**src/rtl/alpha64_mask_blend_defines.svh**
```systemverilog
// assertion helpers for the alpha-64 mask blend
`ifndef ALPHA64_MASK_BLEND_DEFINES_SVH
`define ALPHA64_MASK_BLEND_DEFINES_SVH

// same-cycle implication, masked while reset is low
`define A64MB_ASSERT_IMPL(label, clk, rstn, ante, cons) \
    label: assert property (@(posedge clk) disable iff (!(rstn)) (ante) |-> (cons)) \
        else $error("a64mb check failed");

// next-cycle implication, masked while reset is low
`define A64MB_ASSERT_NEXT(label, clk, rstn, ante, cons) \
    label: assert property (@(posedge clk) disable iff (!(rstn)) (ante) |=> (cons)) \
        else $error("a64mb check failed");

`endif

```
**src/rtl/a64mb_pkg.sv**
```systemverilog
`default_nettype none
package a64mb_pkg;

    // mask values and blend scaling
    localparam int MASK_W      = 7;
    localparam int MASK_MAX    = 64;
    localparam int BLEND_SHIFT = 6;

    // configuration port
    localparam int CFG_IDX_W  = 1;
    localparam int CFG_DATA_W = 1;
    localparam logic [CFG_IDX_W-1:0] REG_SUB_W = 1'd0;
    localparam logic [CFG_IDX_W-1:0] REG_SUB_H = 1'd1;

    // mask subsampling mode
    typedef struct packed {
        logic sub_w;
        logic sub_h;
    } mode_t;

    typedef logic [MASK_W-1:0] mask_t;

endpackage
`default_nettype wire

```
**src/rtl/alpha64_mask_blend.sv**
```systemverilog
// alpha-64 mask blend, one output pixel per beat
// input channel s_*: two source samples, four mask values (0..64, larger values
// clamp to 64) and an end-of-block flag; output channel m_*: the blended pixel
// and the flag passed through
// configuration: cfg_we writes cfg_data into register cfg_index
// (0: sub_w, 1: sub_h); write only while no beat is in flight
// effective weight: mask_a, the rounded mean of mask_a/mask_b with one
// direction subsampled, or the rounded mean of all four with both
// latency: 2 cycles from input beat to output valid (input register, then
// weight and blend logic into the output register)
// throughput: one beat per cycle, set by the two-stage register pipeline
// stall: when m_ready is low the output register holds; the input register
// still loads while the output stage is empty or draining, so at most two
// beats sit inside; s_ready drops only when both stages are full and stalled
// reset: aresetn low for a cycle empties both stages and clears sub_w/sub_h
`default_nettype none
`include "alpha64_mask_blend_defines.svh"
module alpha64_mask_blend #(
    parameter int PIXEL_BITS = 12
) (
    input  logic                              aclk,
    input  logic                              aresetn,
    input  logic                              cfg_we,
    input  logic [a64mb_pkg::CFG_IDX_W-1:0]   cfg_index,
    input  logic [a64mb_pkg::CFG_DATA_W-1:0]  cfg_data,
    input  logic                              s_valid,
    output logic                              s_ready,
    input  logic [PIXEL_BITS-1:0]             s_first_sample,
    input  logic [PIXEL_BITS-1:0]             s_second_sample,
    input  a64mb_pkg::mask_t                  s_mask_a,
    input  a64mb_pkg::mask_t                  s_mask_b,
    input  a64mb_pkg::mask_t                  s_mask_c,
    input  a64mb_pkg::mask_t                  s_mask_d,
    input  logic                              s_last_in,
    output logic                              m_valid,
    input  logic                              m_ready,
    output logic [PIXEL_BITS-1:0]             m_blended,
    output logic                              m_last_out
);
    import a64mb_pkg::*;

    mode_t                  mode_reg;
    mode_t                  mode_next;
    logic                   in_valid_reg;
    logic                   in_valid_next;
    logic                   out_valid_reg;
    logic                   out_valid_next;
    logic [PIXEL_BITS-1:0]  s0_reg;
    logic [PIXEL_BITS-1:0]  s1_reg;
    mask_t                  ma_reg;
    mask_t                  mb_reg;
    mask_t                  mc_reg;
    mask_t                  md_reg;
    logic                   last_reg;
    logic [PIXEL_BITS-1:0]  blended_reg;
    logic                   last_out_reg;
    mask_t                  weight;
    logic [PIXEL_BITS-1:0]  blended_comb;
    logic                   out_load;
    logic                   in_load;

    // configuration register decode
    always_comb begin
        mode_next = mode_reg;
        if (cfg_we) begin
            case (cfg_index)
                REG_SUB_W: mode_next.sub_w = cfg_data[0];
                REG_SUB_H: mode_next.sub_h = cfg_data[0];
                default:   mode_next = mode_reg;
            endcase
        end
    end

    // pipeline advance
    assign out_load = in_valid_reg && (!out_valid_reg || m_ready);
    assign s_ready  = !in_valid_reg || out_load;
    assign in_load  = s_valid && s_ready;

    always_comb begin
        in_valid_next = in_load || (in_valid_reg && !out_load);
        out_valid_next = out_load || (out_valid_reg && !m_ready);
    end

    // control registers
    always_ff @(posedge aclk) begin
        if (!aresetn) begin
            mode_reg      <= '0;
            in_valid_reg  <= 1'b0;
            out_valid_reg <= 1'b0;
        end else begin
            mode_reg      <= mode_next;
            in_valid_reg  <= in_valid_next;
            out_valid_reg <= out_valid_next;
        end
    end

    // input register
    always_ff @(posedge aclk) begin
        if (in_load) begin
            s0_reg   <= s_first_sample;
            s1_reg   <= s_second_sample;
            ma_reg   <= s_mask_a;
            mb_reg   <= s_mask_b;
            mc_reg   <= s_mask_c;
            md_reg   <= s_mask_d;
            last_reg <= s_last_in;
        end
    end

    // effective weight
    a64mb_weight u_weight (
        .mode   (mode_reg),
        .mask_a (ma_reg),
        .mask_b (mb_reg),
        .mask_c (mc_reg),
        .mask_d (md_reg),
        .weight (weight)
    );

    // weighted blend
    a64mb_blend #(
        .PIXEL_BITS (PIXEL_BITS)
    ) u_blend (
        .weight        (weight),
        .first_sample  (s0_reg),
        .second_sample (s1_reg),
        .blended       (blended_comb)
    );

    // result register
    always_ff @(posedge aclk) begin
        if (out_load) begin
            blended_reg  <= blended_comb;
            last_out_reg <= last_reg;
        end
    end

    assign m_valid    = out_valid_reg;
    assign m_blended  = blended_reg;
    assign m_last_out = last_out_reg;

    // checks
    `A64MB_ASSERT_IMPL(a_weight_range, aclk, aresetn, in_valid_reg, weight <= mask_t'(MASK_MAX))
    `A64MB_ASSERT_NEXT(a_stage_moves, aclk, aresetn, in_valid_reg && out_load, out_valid_reg)
    `A64MB_ASSERT_IMPL(a_empty_ready, aclk, aresetn, !in_valid_reg && !out_valid_reg, s_ready)

endmodule
`default_nettype wire

```
**src/rtl/a64mb_weight.sv**
```systemverilog
`default_nettype none
module a64mb_weight (
    input  a64mb_pkg::mode_t mode,
    input  a64mb_pkg::mask_t mask_a,
    input  a64mb_pkg::mask_t mask_b,
    input  a64mb_pkg::mask_t mask_c,
    input  a64mb_pkg::mask_t mask_d,
    output a64mb_pkg::mask_t weight
);
    import a64mb_pkg::*;

    localparam mask_t MAX_M = mask_t'(MASK_MAX);

    mask_t a_sat;
    mask_t b_sat;
    mask_t c_sat;
    mask_t d_sat;
    logic [MASK_W+1:0] sum4;
    logic [MASK_W:0]   sum2;

    // clamp each mask to 64
    assign a_sat = (mask_a > MAX_M) ? MAX_M : mask_a;
    assign b_sat = (mask_b > MAX_M) ? MAX_M : mask_b;
    assign c_sat = (mask_c > MAX_M) ? MAX_M : mask_c;
    assign d_sat = (mask_d > MAX_M) ? MAX_M : mask_d;

    // rounded averages of four and of two masks
    assign sum4 = {2'b00, a_sat} + {2'b00, b_sat} + {2'b00, c_sat} + {2'b00, d_sat}
                + (MASK_W+2)'(2);
    assign sum2 = {1'b0, a_sat} + {1'b0, b_sat} + (MASK_W+1)'(1);

    // select by subsampling mode
    always_comb begin
        if (mode.sub_w && mode.sub_h) begin
            weight = sum4[MASK_W+1:2];
        end else if (mode.sub_w || mode.sub_h) begin
            weight = sum2[MASK_W:1];
        end else begin
            weight = a_sat;
        end
    end

endmodule
`default_nettype wire

```
**src/rtl/a64mb_blend.sv**
```systemverilog
`default_nettype none
module a64mb_blend #(
    parameter int PIXEL_BITS = 12
) (
    input  a64mb_pkg::mask_t       weight,
    input  logic [PIXEL_BITS-1:0]  first_sample,
    input  logic [PIXEL_BITS-1:0]  second_sample,
    output logic [PIXEL_BITS-1:0]  blended
);
    import a64mb_pkg::*;

    localparam int ACC_W = PIXEL_BITS + MASK_W;

    mask_t             inv_weight;
    logic [ACC_W-1:0]  prod0;
    logic [ACC_W-1:0]  prod1;
    logic [ACC_W-1:0]  acc;

    // complementary weight, weights always total 64
    assign inv_weight = mask_t'(MASK_MAX) - weight;

    // weighted sum with half-step rounding
    assign prod0 = ACC_W'(weight) * ACC_W'(first_sample);
    assign prod1 = ACC_W'(inv_weight) * ACC_W'(second_sample);
    assign acc   = prod0 + prod1 + ACC_W'(1 << (BLEND_SHIFT - 1));

    assign blended = acc[BLEND_SHIFT +: PIXEL_BITS];

endmodule
`default_nettype wire
```
**config.mk**
```make
export PLATFORM = sky130hd
export DESIGN_NAME = alpha64_mask_blend
export DESIGN_NICKNAME = d
export VERILOG_FILES = /design/src/rtl/a64mb_pkg.sv /design/src/rtl/alpha64_mask_blend.sv /design/src/rtl/a64mb_weight.sv /design/src/rtl/a64mb_blend.sv
export VERILOG_INCLUDE_DIRS = /design/src /design/src/rtl
export SDC_FILE = /design/constraint.sdc
export NUM_CORES = 1
export LEC_CHECK = 0
export ABC_AREA = 1
export BUFFER_PORTS_ARGS = -buffer_cell sky130_fd_sc_hd__buf_2
export CORE_MARGIN = 3
export CORE_UTILIZATION = 43
export CTS_CLUSTER_DIAMETER = 80
export DETAILED_ROUTE_END_ITERATION = 16
export REMOVE_ABC_BUFFERS = 1
export SETUP_SLACK_MARGIN = 0.02
export SLEW_MARGIN = 20
export SYNTH_ARGS = -nofsm -noshare
export SYNTH_HDL_FRONTEND = slang
export SYNTH_SLANG_ARGS = --single-unit
```
**constraint.sdc**
```tcl
create_clock -name aclk -period 19.34 [get_ports aclk]
set_clock_uncertainty 0.15 [all_clocks]
set_input_delay 3.868 -clock aclk [delete_from_list [all_inputs] [get_ports aclk]]
set_output_delay 3.868 -clock aclk [all_outputs]
set_load 0.02 [all_outputs]
```
==> results.md, run 1 <==
* Status: complete, no violations
* Worst hold stages at 0
* Sequential area share after synthesis at 23.1%
* RSZ-0062 raised after global routing: no
* Die H at 150 µm
* Detail-routed via count per cell at 4.74
* Antenna violations before repair at 0
* Clk slew on worst S/H paths at 60 ps
* Area Growth Syn to Fin at 11.2%
* CP startpoint: ma_reg[2]$_DFFE_PP_
* Post-cts sizing count at 0
* Post-Syn Instances at 1018
* Final Max Slew Viols at 0
* Global-route wire length before repair at 33100 µm
* N_diodes at 0
* Most frequent cells after synthesis: inv_1 (287), nand2_1 (162), fa_1 (133)
* Post-Route Setup TNS at 0 ps
* Post-CTS Setup Inserts at 0
* Die area at 22500 µm²
* Input/output buffers at 74
* Ys flop type: edfxtp_1
* Vias in the first global route at 6945
* Most numerous cell on the critical path: inv_1
* Critical R2R Launch: ma_reg[2]$_DFFE_PP_
* GRT Util Overall at 18.8%
* CP max FO at 13
* Layout Nets at 1368
* Clock Sinks at 70
* R2r worst-path depth at 45
* Slew margin rel. at 28.7%
* Num ports at 75
* Hold Startpoint: last_reg$_DFFE_PP_
* Final setup violation count at 0
* Synth warnings at 0
* Die X-Extent at 150 µm
* Via count at 6493
* First-pass DRT Iterations at 5
* Initial Util at 44.0%
* Yosys top cell area share at 29.8%
* Routed wire length at 19100 µm
* Max clock buf depth at 2
* Seq cells post-synth at 70
* Largest net degree at the start of global routing at 45
* DPL Wire Length at 16200 µm
* H-tree Lvls at 3
* Syn Area/Cell at 8.77 µm²
* Clock buffer count from CTS at 9
* CTS tree: yes
* Hold buffer count at CTS at 0
* WS Path Type: flop to flop
* CORE AREA at 20300 µm²
* Slowest cell on the critical path: xnor2_1
* Synth area leader: fa_1
* Post-layout minimum cycle time at 10240 ps
* Gpl congestion at 0.883
* Worst min-delay path class: flop to flop
* Wire length per cell at 13.9 µm
* Worst slew pin tran at 1060 ps
* Required @ worst endpoint at 19290 ps
* Clock root cell: clkbuf_16
* Initial DRC Count at 248
* DRC errors left at 0
* Max-Cap Viols at 0
* Period utilization at 53.0%
* Dpl cell area at 9600 µm²
* Finished Cell Area at 9930 µm²
* Hold path endpoint: m_last_out$_DFFE_PP_
* EDFF count, synth at 66
* Reg2Reg Capture Point: m_blended[10]$_DFFE_PP_
* Worst EP arrival at 10190 ps
* Clk_lat worst skew at 350 ps
* Num rows at 52
* R2r setup slk at 9100 ps
* Synth unique cells at 43
* Fmax at 0.0976 GHz
* Top area cells in the synthesized netlist: fa_1 (30%), edfxtp_1 (22%), inv_1 (12%)
* Synthesized area at 8930 µm²
* Layout cell share with drive strength beyond 1 at 11.6%
* Startpoint class of the critical path: flop
* DRT antenna net count at 0
* Post-synthesis async set-or-reset flop share at 0%
* Final Hold Violating Endpoints at 0
* Most common cell in the netlist: inv_1
* Crit path largest cell delay at 850 ps
* Critical path endpoint category: flop
* Overflow after GRT at 0
==> metrics by stage <==
step / util (%) / hold WS (ps) / setup WS, ps / cells
after floorplan: - / 250 / 10220 / 1008
after global placement: 47.3 / 252 / 9310 / 1354
after detailed placement: 47.3 / 257 / 9100 / 1354
after CTS: 48.9 / 272 / 9100 / 1370
after global routing: 48.9 / 292 / 8380 / 1370
final: 48.9 / 270 / 9100 / 1370
==> placed cells by master (no fill, tap or decap), types with 3 or more instances in the layout <==
cell,instances
buf_2,74
nand4_1,4
xnor2_1,8
inv_2,5
o21ai_1,3
nand2_1,162
a21oi_1,29
nor2_1,122
dfxtp_1,4
a31oi_1,3
nand2_2,11
edfxtp_1,66
nand3_1,37
o21bai_1,3
nand2_4,5
o21ai_0,5
ha_1,80
inv_1,286
fa_1,133
xor2_1,14
clkbuf_16,9
==> worst max path at each step <==
| stage | end | slack [ps] | cells after the start |
|---|---|---|---|
| final | m_blended[10]$_DFFE_PP_ | 9100 | 45 |
| after global routing | m_blended[10]$_DFFE_PP_ | 8380 | 45 |
| after CTS | m_blended[10]$_DFFE_PP_ | 9100 | 45 |
| after detailed placement | m_blended[10]$_DFFE_PP_ | 9100 | 45 |
| after global placement | m_blended[10]$_DFFE_PP_ | 9310 | 45 |
| after floorplan | m_blended[10]$_DFFE_PP_ | 10220 | 45 |
==> critical path: cells and delay by family, from the launching register on <==
kind            cells  cell delay, ps
buf+inv            10             570
fa+ha+maj          12            5100
flops               1             390
xor+xnor            3            1160
compound gates      6            1000
simple gates       14            1600
==> logic make-up after synthesis <==
logic type               synth area share [%]
XOR/XNOR                                 2.34
adder cells (fa/ha/maj)                  41.0
AO/OA/AOI/OAI                            4.15
flip-flops                               23.1
AND/OR/NAND/NOR                          16.5
buffers and inverters                    12.9
==> metal layers <==
layer	vias up	GRT usage, %	part of all wire (%)
met3	28	3.28	3.7
met2	110	32.8	50
met4	0	5.26	2.1
li1	3181	-	-
met5	-	0	0
met1	3174	24.2	44
==> final cells by class <==
| cell class | instances | area, µm² |
|---|---|---|
| fill | 1995 | 10400 |
| clock buffer | 10 | 229 |
| multi-input combinational | 645 | 5720 |
| inverter | 293 | 1100 |
| sequential | 70 | 2060 |
| clock inverter | 6 | 93.8 |
| tap | 270 | 338 |
| timing repair buffer | 76 | 385 |
Power of run 1 is left out: the tool's default activity adds up to more than one toggle a clock period on the data nets, which glitch-free logic cannot reach.
==> run 2: changes to the inputs <==
--- a/config.mk
+++ b/config.mk
@@ -6,7 +6,7 @@
 export SDC_FILE = /design/constraint.sdc
 export NUM_CORES = 1
 export LEC_CHECK = 0
-export ABC_AREA = 1
+export ABC_AREA = 0
 export BUFFER_PORTS_ARGS = -buffer_cell sky130_fd_sc_hd__buf_2
 export CORE_MARGIN = 3
 export CORE_UTILIZATION = 43
==> constraint.sdc (replaced) <==
create_clock -name aclk -period 9.1 [get_ports aclk]
set_clock_uncertainty 0.15 [all_clocks]
set_input_delay 1.82 -clock aclk [delete_from_list [all_inputs] [get_ports aclk]]
set_output_delay 1.82 -clock aclk [all_outputs]
set_load 0.02 [all_outputs]
==> run 2 against run 1 <==
Net effect:
- the run now ends with setup timing left
- sequential share of layout area shrank 2.7 points
- sequential cell count is the same
- non-clock buffer count grew 126
- worst hold slack gained 10 ps
- via count grew 1.6%
- critical path type unchanged
- largest cell class unchanged
==> results.md, run 2 <==
* Clock buffer count from CTS at 9 (unchanged)
* Slew margin rel. at 51.8% (+23 points)
* Antenna violations before repair at 0 (unchanged)
* Worst min-delay path class: flop to flop
* GRT Util Overall at 19.4% (+0.55 points)
* Area Growth Syn to Fin at 27.3%
* Die area at 22600 µm² (+0.21%)
* Wire length per cell at 15.1 µm (+8.2%)
* Fin util at 56.0% (+7.1 points)
* H-tree Lvls at 3 (unchanged)
* Max clock buf depth at 2 (unchanged)
* Detail-routed via count per cell at 4.86 (+2.6%)
* Initial DRC Count at 299 (+21%)
* Clock root cell: clkbuf_16
* WHS at 280 ps (+10.1 ps)
* Status: finished, violations left
* Failing checks: setup timing
* Post-synthesis async set-or-reset flop share at 0% (unchanged)
* Overflow after GRT at 0 (unchanged)
* CTS tree: yes
* Placed Cells at 1305 (-3.6%)
* Global-route wire length before repair at 34400 µm (+4.0%)
* Synthesized area at 8950 µm² (+0.21%)
* Crit path largest cell delay at 520 ps (-330 ps)
* Post-Route Setup TNS at -482 ps (-482 ps)
* Layout Cells excl Fill at 1356 (-1.0%)
* Input/output buffers at 74 (unchanged)
* Post-Syn Instances at 891 (-12%)
* Final setup violation count at 3 (+3)
* Synth warnings at 0 (unchanged)
* Vias in the first global route at 6920 (-0.36%)
* Gpl congestion at 0.864 (-2.1%)
* Die X-Extent at 150 µm (+0.10%)
* Commonest non-fill, non-tap cell in the layout: inv_1
* Layout cell share with drive strength beyond 1 at 28.7% (+17 points)
* Critical path endpoint category: flop
* Ys flop type: edfxtp_1
* Final Max Slew Viols at 0 (unchanged)
* First-pass DRT Iterations at 4 (-1)
* DRC errors left at 0 (unchanged)
* DPL Wire Length at 15900 µm (-1.7%)
* CP max FO at 3 (-10)
* Final Hold Violating Endpoints at 0 (unchanged)
* Layout Nets at 1354 (-1.0%)
* Most frequent cells after synthesis: inv_1 (195), fa_1 (133), and2_1 (96)
* Critical R2R Launch: mb_reg[6]$_DFFE_PP_
* Seq cells post-synth at 70 (unchanged)
* N_diodes at 0 (unchanged)
* Synth area leader: fa_1
* Die H at 150 µm (+0.10%)
* Clk_lat worst skew at 350 ps (about the same)
* Most numerous cell on the critical path: fa_1
* CP startpoint: mb_reg[6]$_DFFE_PP_
* Period utilization at 102% (+49 points)
* EDFF count, synth at 66 (unchanged)
* Leading cell types in the layout, fill and taps excluded: inv_1 (180), fa_1 (128), buf_4 (116)
* Clk slew on worst S/H paths at 70 ps (about the same)
* Largest net degree at the start of global routing at 54 (+20%)
* Yosys top cell area share at 29.7% (-0.063 points)
* Fmax at 0.107 GHz (+9.9%)
* Final WS setup at -218 ps (-9320 ps)
* Required @ worst endpoint at 9040 ps (-10250 ps)
* CORE AREA at 20400 µm² (+0.32%)
* Sequential area share after synthesis at 23.0% (-0.048 points)
* Hold Startpoint: last_reg$_DFFE_PP_
* Most common cell in the netlist: inv_1
* Top area cells in the synthesized netlist: fa_1 (30%), edfxtp_1 (22%), ha_1 (11%)
* Worst slew pin tran at 723 ps (-339 ps)
* Num ports at 75 (unchanged)
* Slowest cell on the critical path: fa_1
* Routed wire length at 20400 µm (+7.1%)
* Synth unique cells at 57 (+33%)
* Clock Sinks at 70 (unchanged)
* Initial Util at 43.9% (-0.048 points)
* WS Path Type: flop to flop
* Max-Cap Viols at 0 (unchanged)
* Startpoint class of the critical path: flop
* Num rows at 52 (unchanged)
* Post-layout minimum cycle time at 9320 ps (-923 ps)
* DRT antenna net count at 0 (unchanged)
* Syn Area/Cell at 10.0 µm² (+14%)
* RSZ-0062 raised after global routing: yes
* Via count at 6595 (+1.6%)
* Worst EP arrival at 9260 ps (-930 ps)
==> run 2: cell types whose count changed after synthesis, sizes merged, moves of 12 or more <==
cell | previous run | this run
nand2 | 178 | 89
xnor2 | 8 | 22
nor2b | 0 | 23
nand3 | 39 | 6
nor2 | 126 | 21
nand2b | 0 | 12
and2 | 0 | 96
inv | 292 | 195
==> run 2: through the flow <==
stage | area, µm² | setup slack [ps]
2_1_floorplan | 8840 | -1170
3_3_place_gp | 10200 | -903
3_5_place_dp | 10200 | -1000
4_1_cts | 11200 | -172
5_1_grt | 11400 | -585
6_report | 11400 | -218
==> run 2: layer usage <==
metal	wire length (µm)	track usage, %	vias up	part of all wire, %
met4	340	4.44	0	1.7
li1	-	-	3169	-
met3	867	2.89	21	4.2
met5	0	0	-	0
met2	10000	32.5	131	49
met1	9220	26.7	3274	45
==> run 2: cells by family after synthesis <==
kind of cell	Yosys count	share of synthesized area, %
flops	70	23.0
simple gates	269	15.9
buf+inv	218	9.38
compound gates	84	7.07
mux	5	0.559
xor+xnor	32	3.13
fa+ha+maj	213	40.9
==> run 2: cell type report <==
type | count | area, µm²
fill | 1762 | 8970
inverter | 195 | 732
multi-input combinational | 603 | 6570
sequential | 70 | 2060
clock inverter | 7 | 72.6
clock buffer | 9 | 225
tap | 270 | 338
timing repair buffer | 202 | 1400
==> run 2: timing repair <==
action,in CTS,in global routing
gates resized for setup,97,28
setup endpoints to repair,9,9
pin swaps,75,34
hold buffers,0,0
setup buffers,27,8
==> run 2: critical path, delay by kind of cell, from the launching register on <==
kind	cells	cell delay (ps)
and+or+nand+nor	5	860
AOI/OAI and AO/OA	9	1690
adders and majority gates	10	4220
xor gates and xnor gates	4	530
buffers and inverters	12	1150
DFF	1	450
==> run 2: path summary, 6_finish.rpt <==
kind         slack (ps)                      end  cells past startpoint
min reg2reg         280     m_last_out$_DFFE_PP_                      0
min                 280     m_last_out$_DFFE_PP_                      0
max reg2reg        -220  m_blended[11]$_DFFE_PP_                     40
max                -220  m_blended[11]$_DFFE_PP_                     40
Power of run 2 is left out for the same reason.
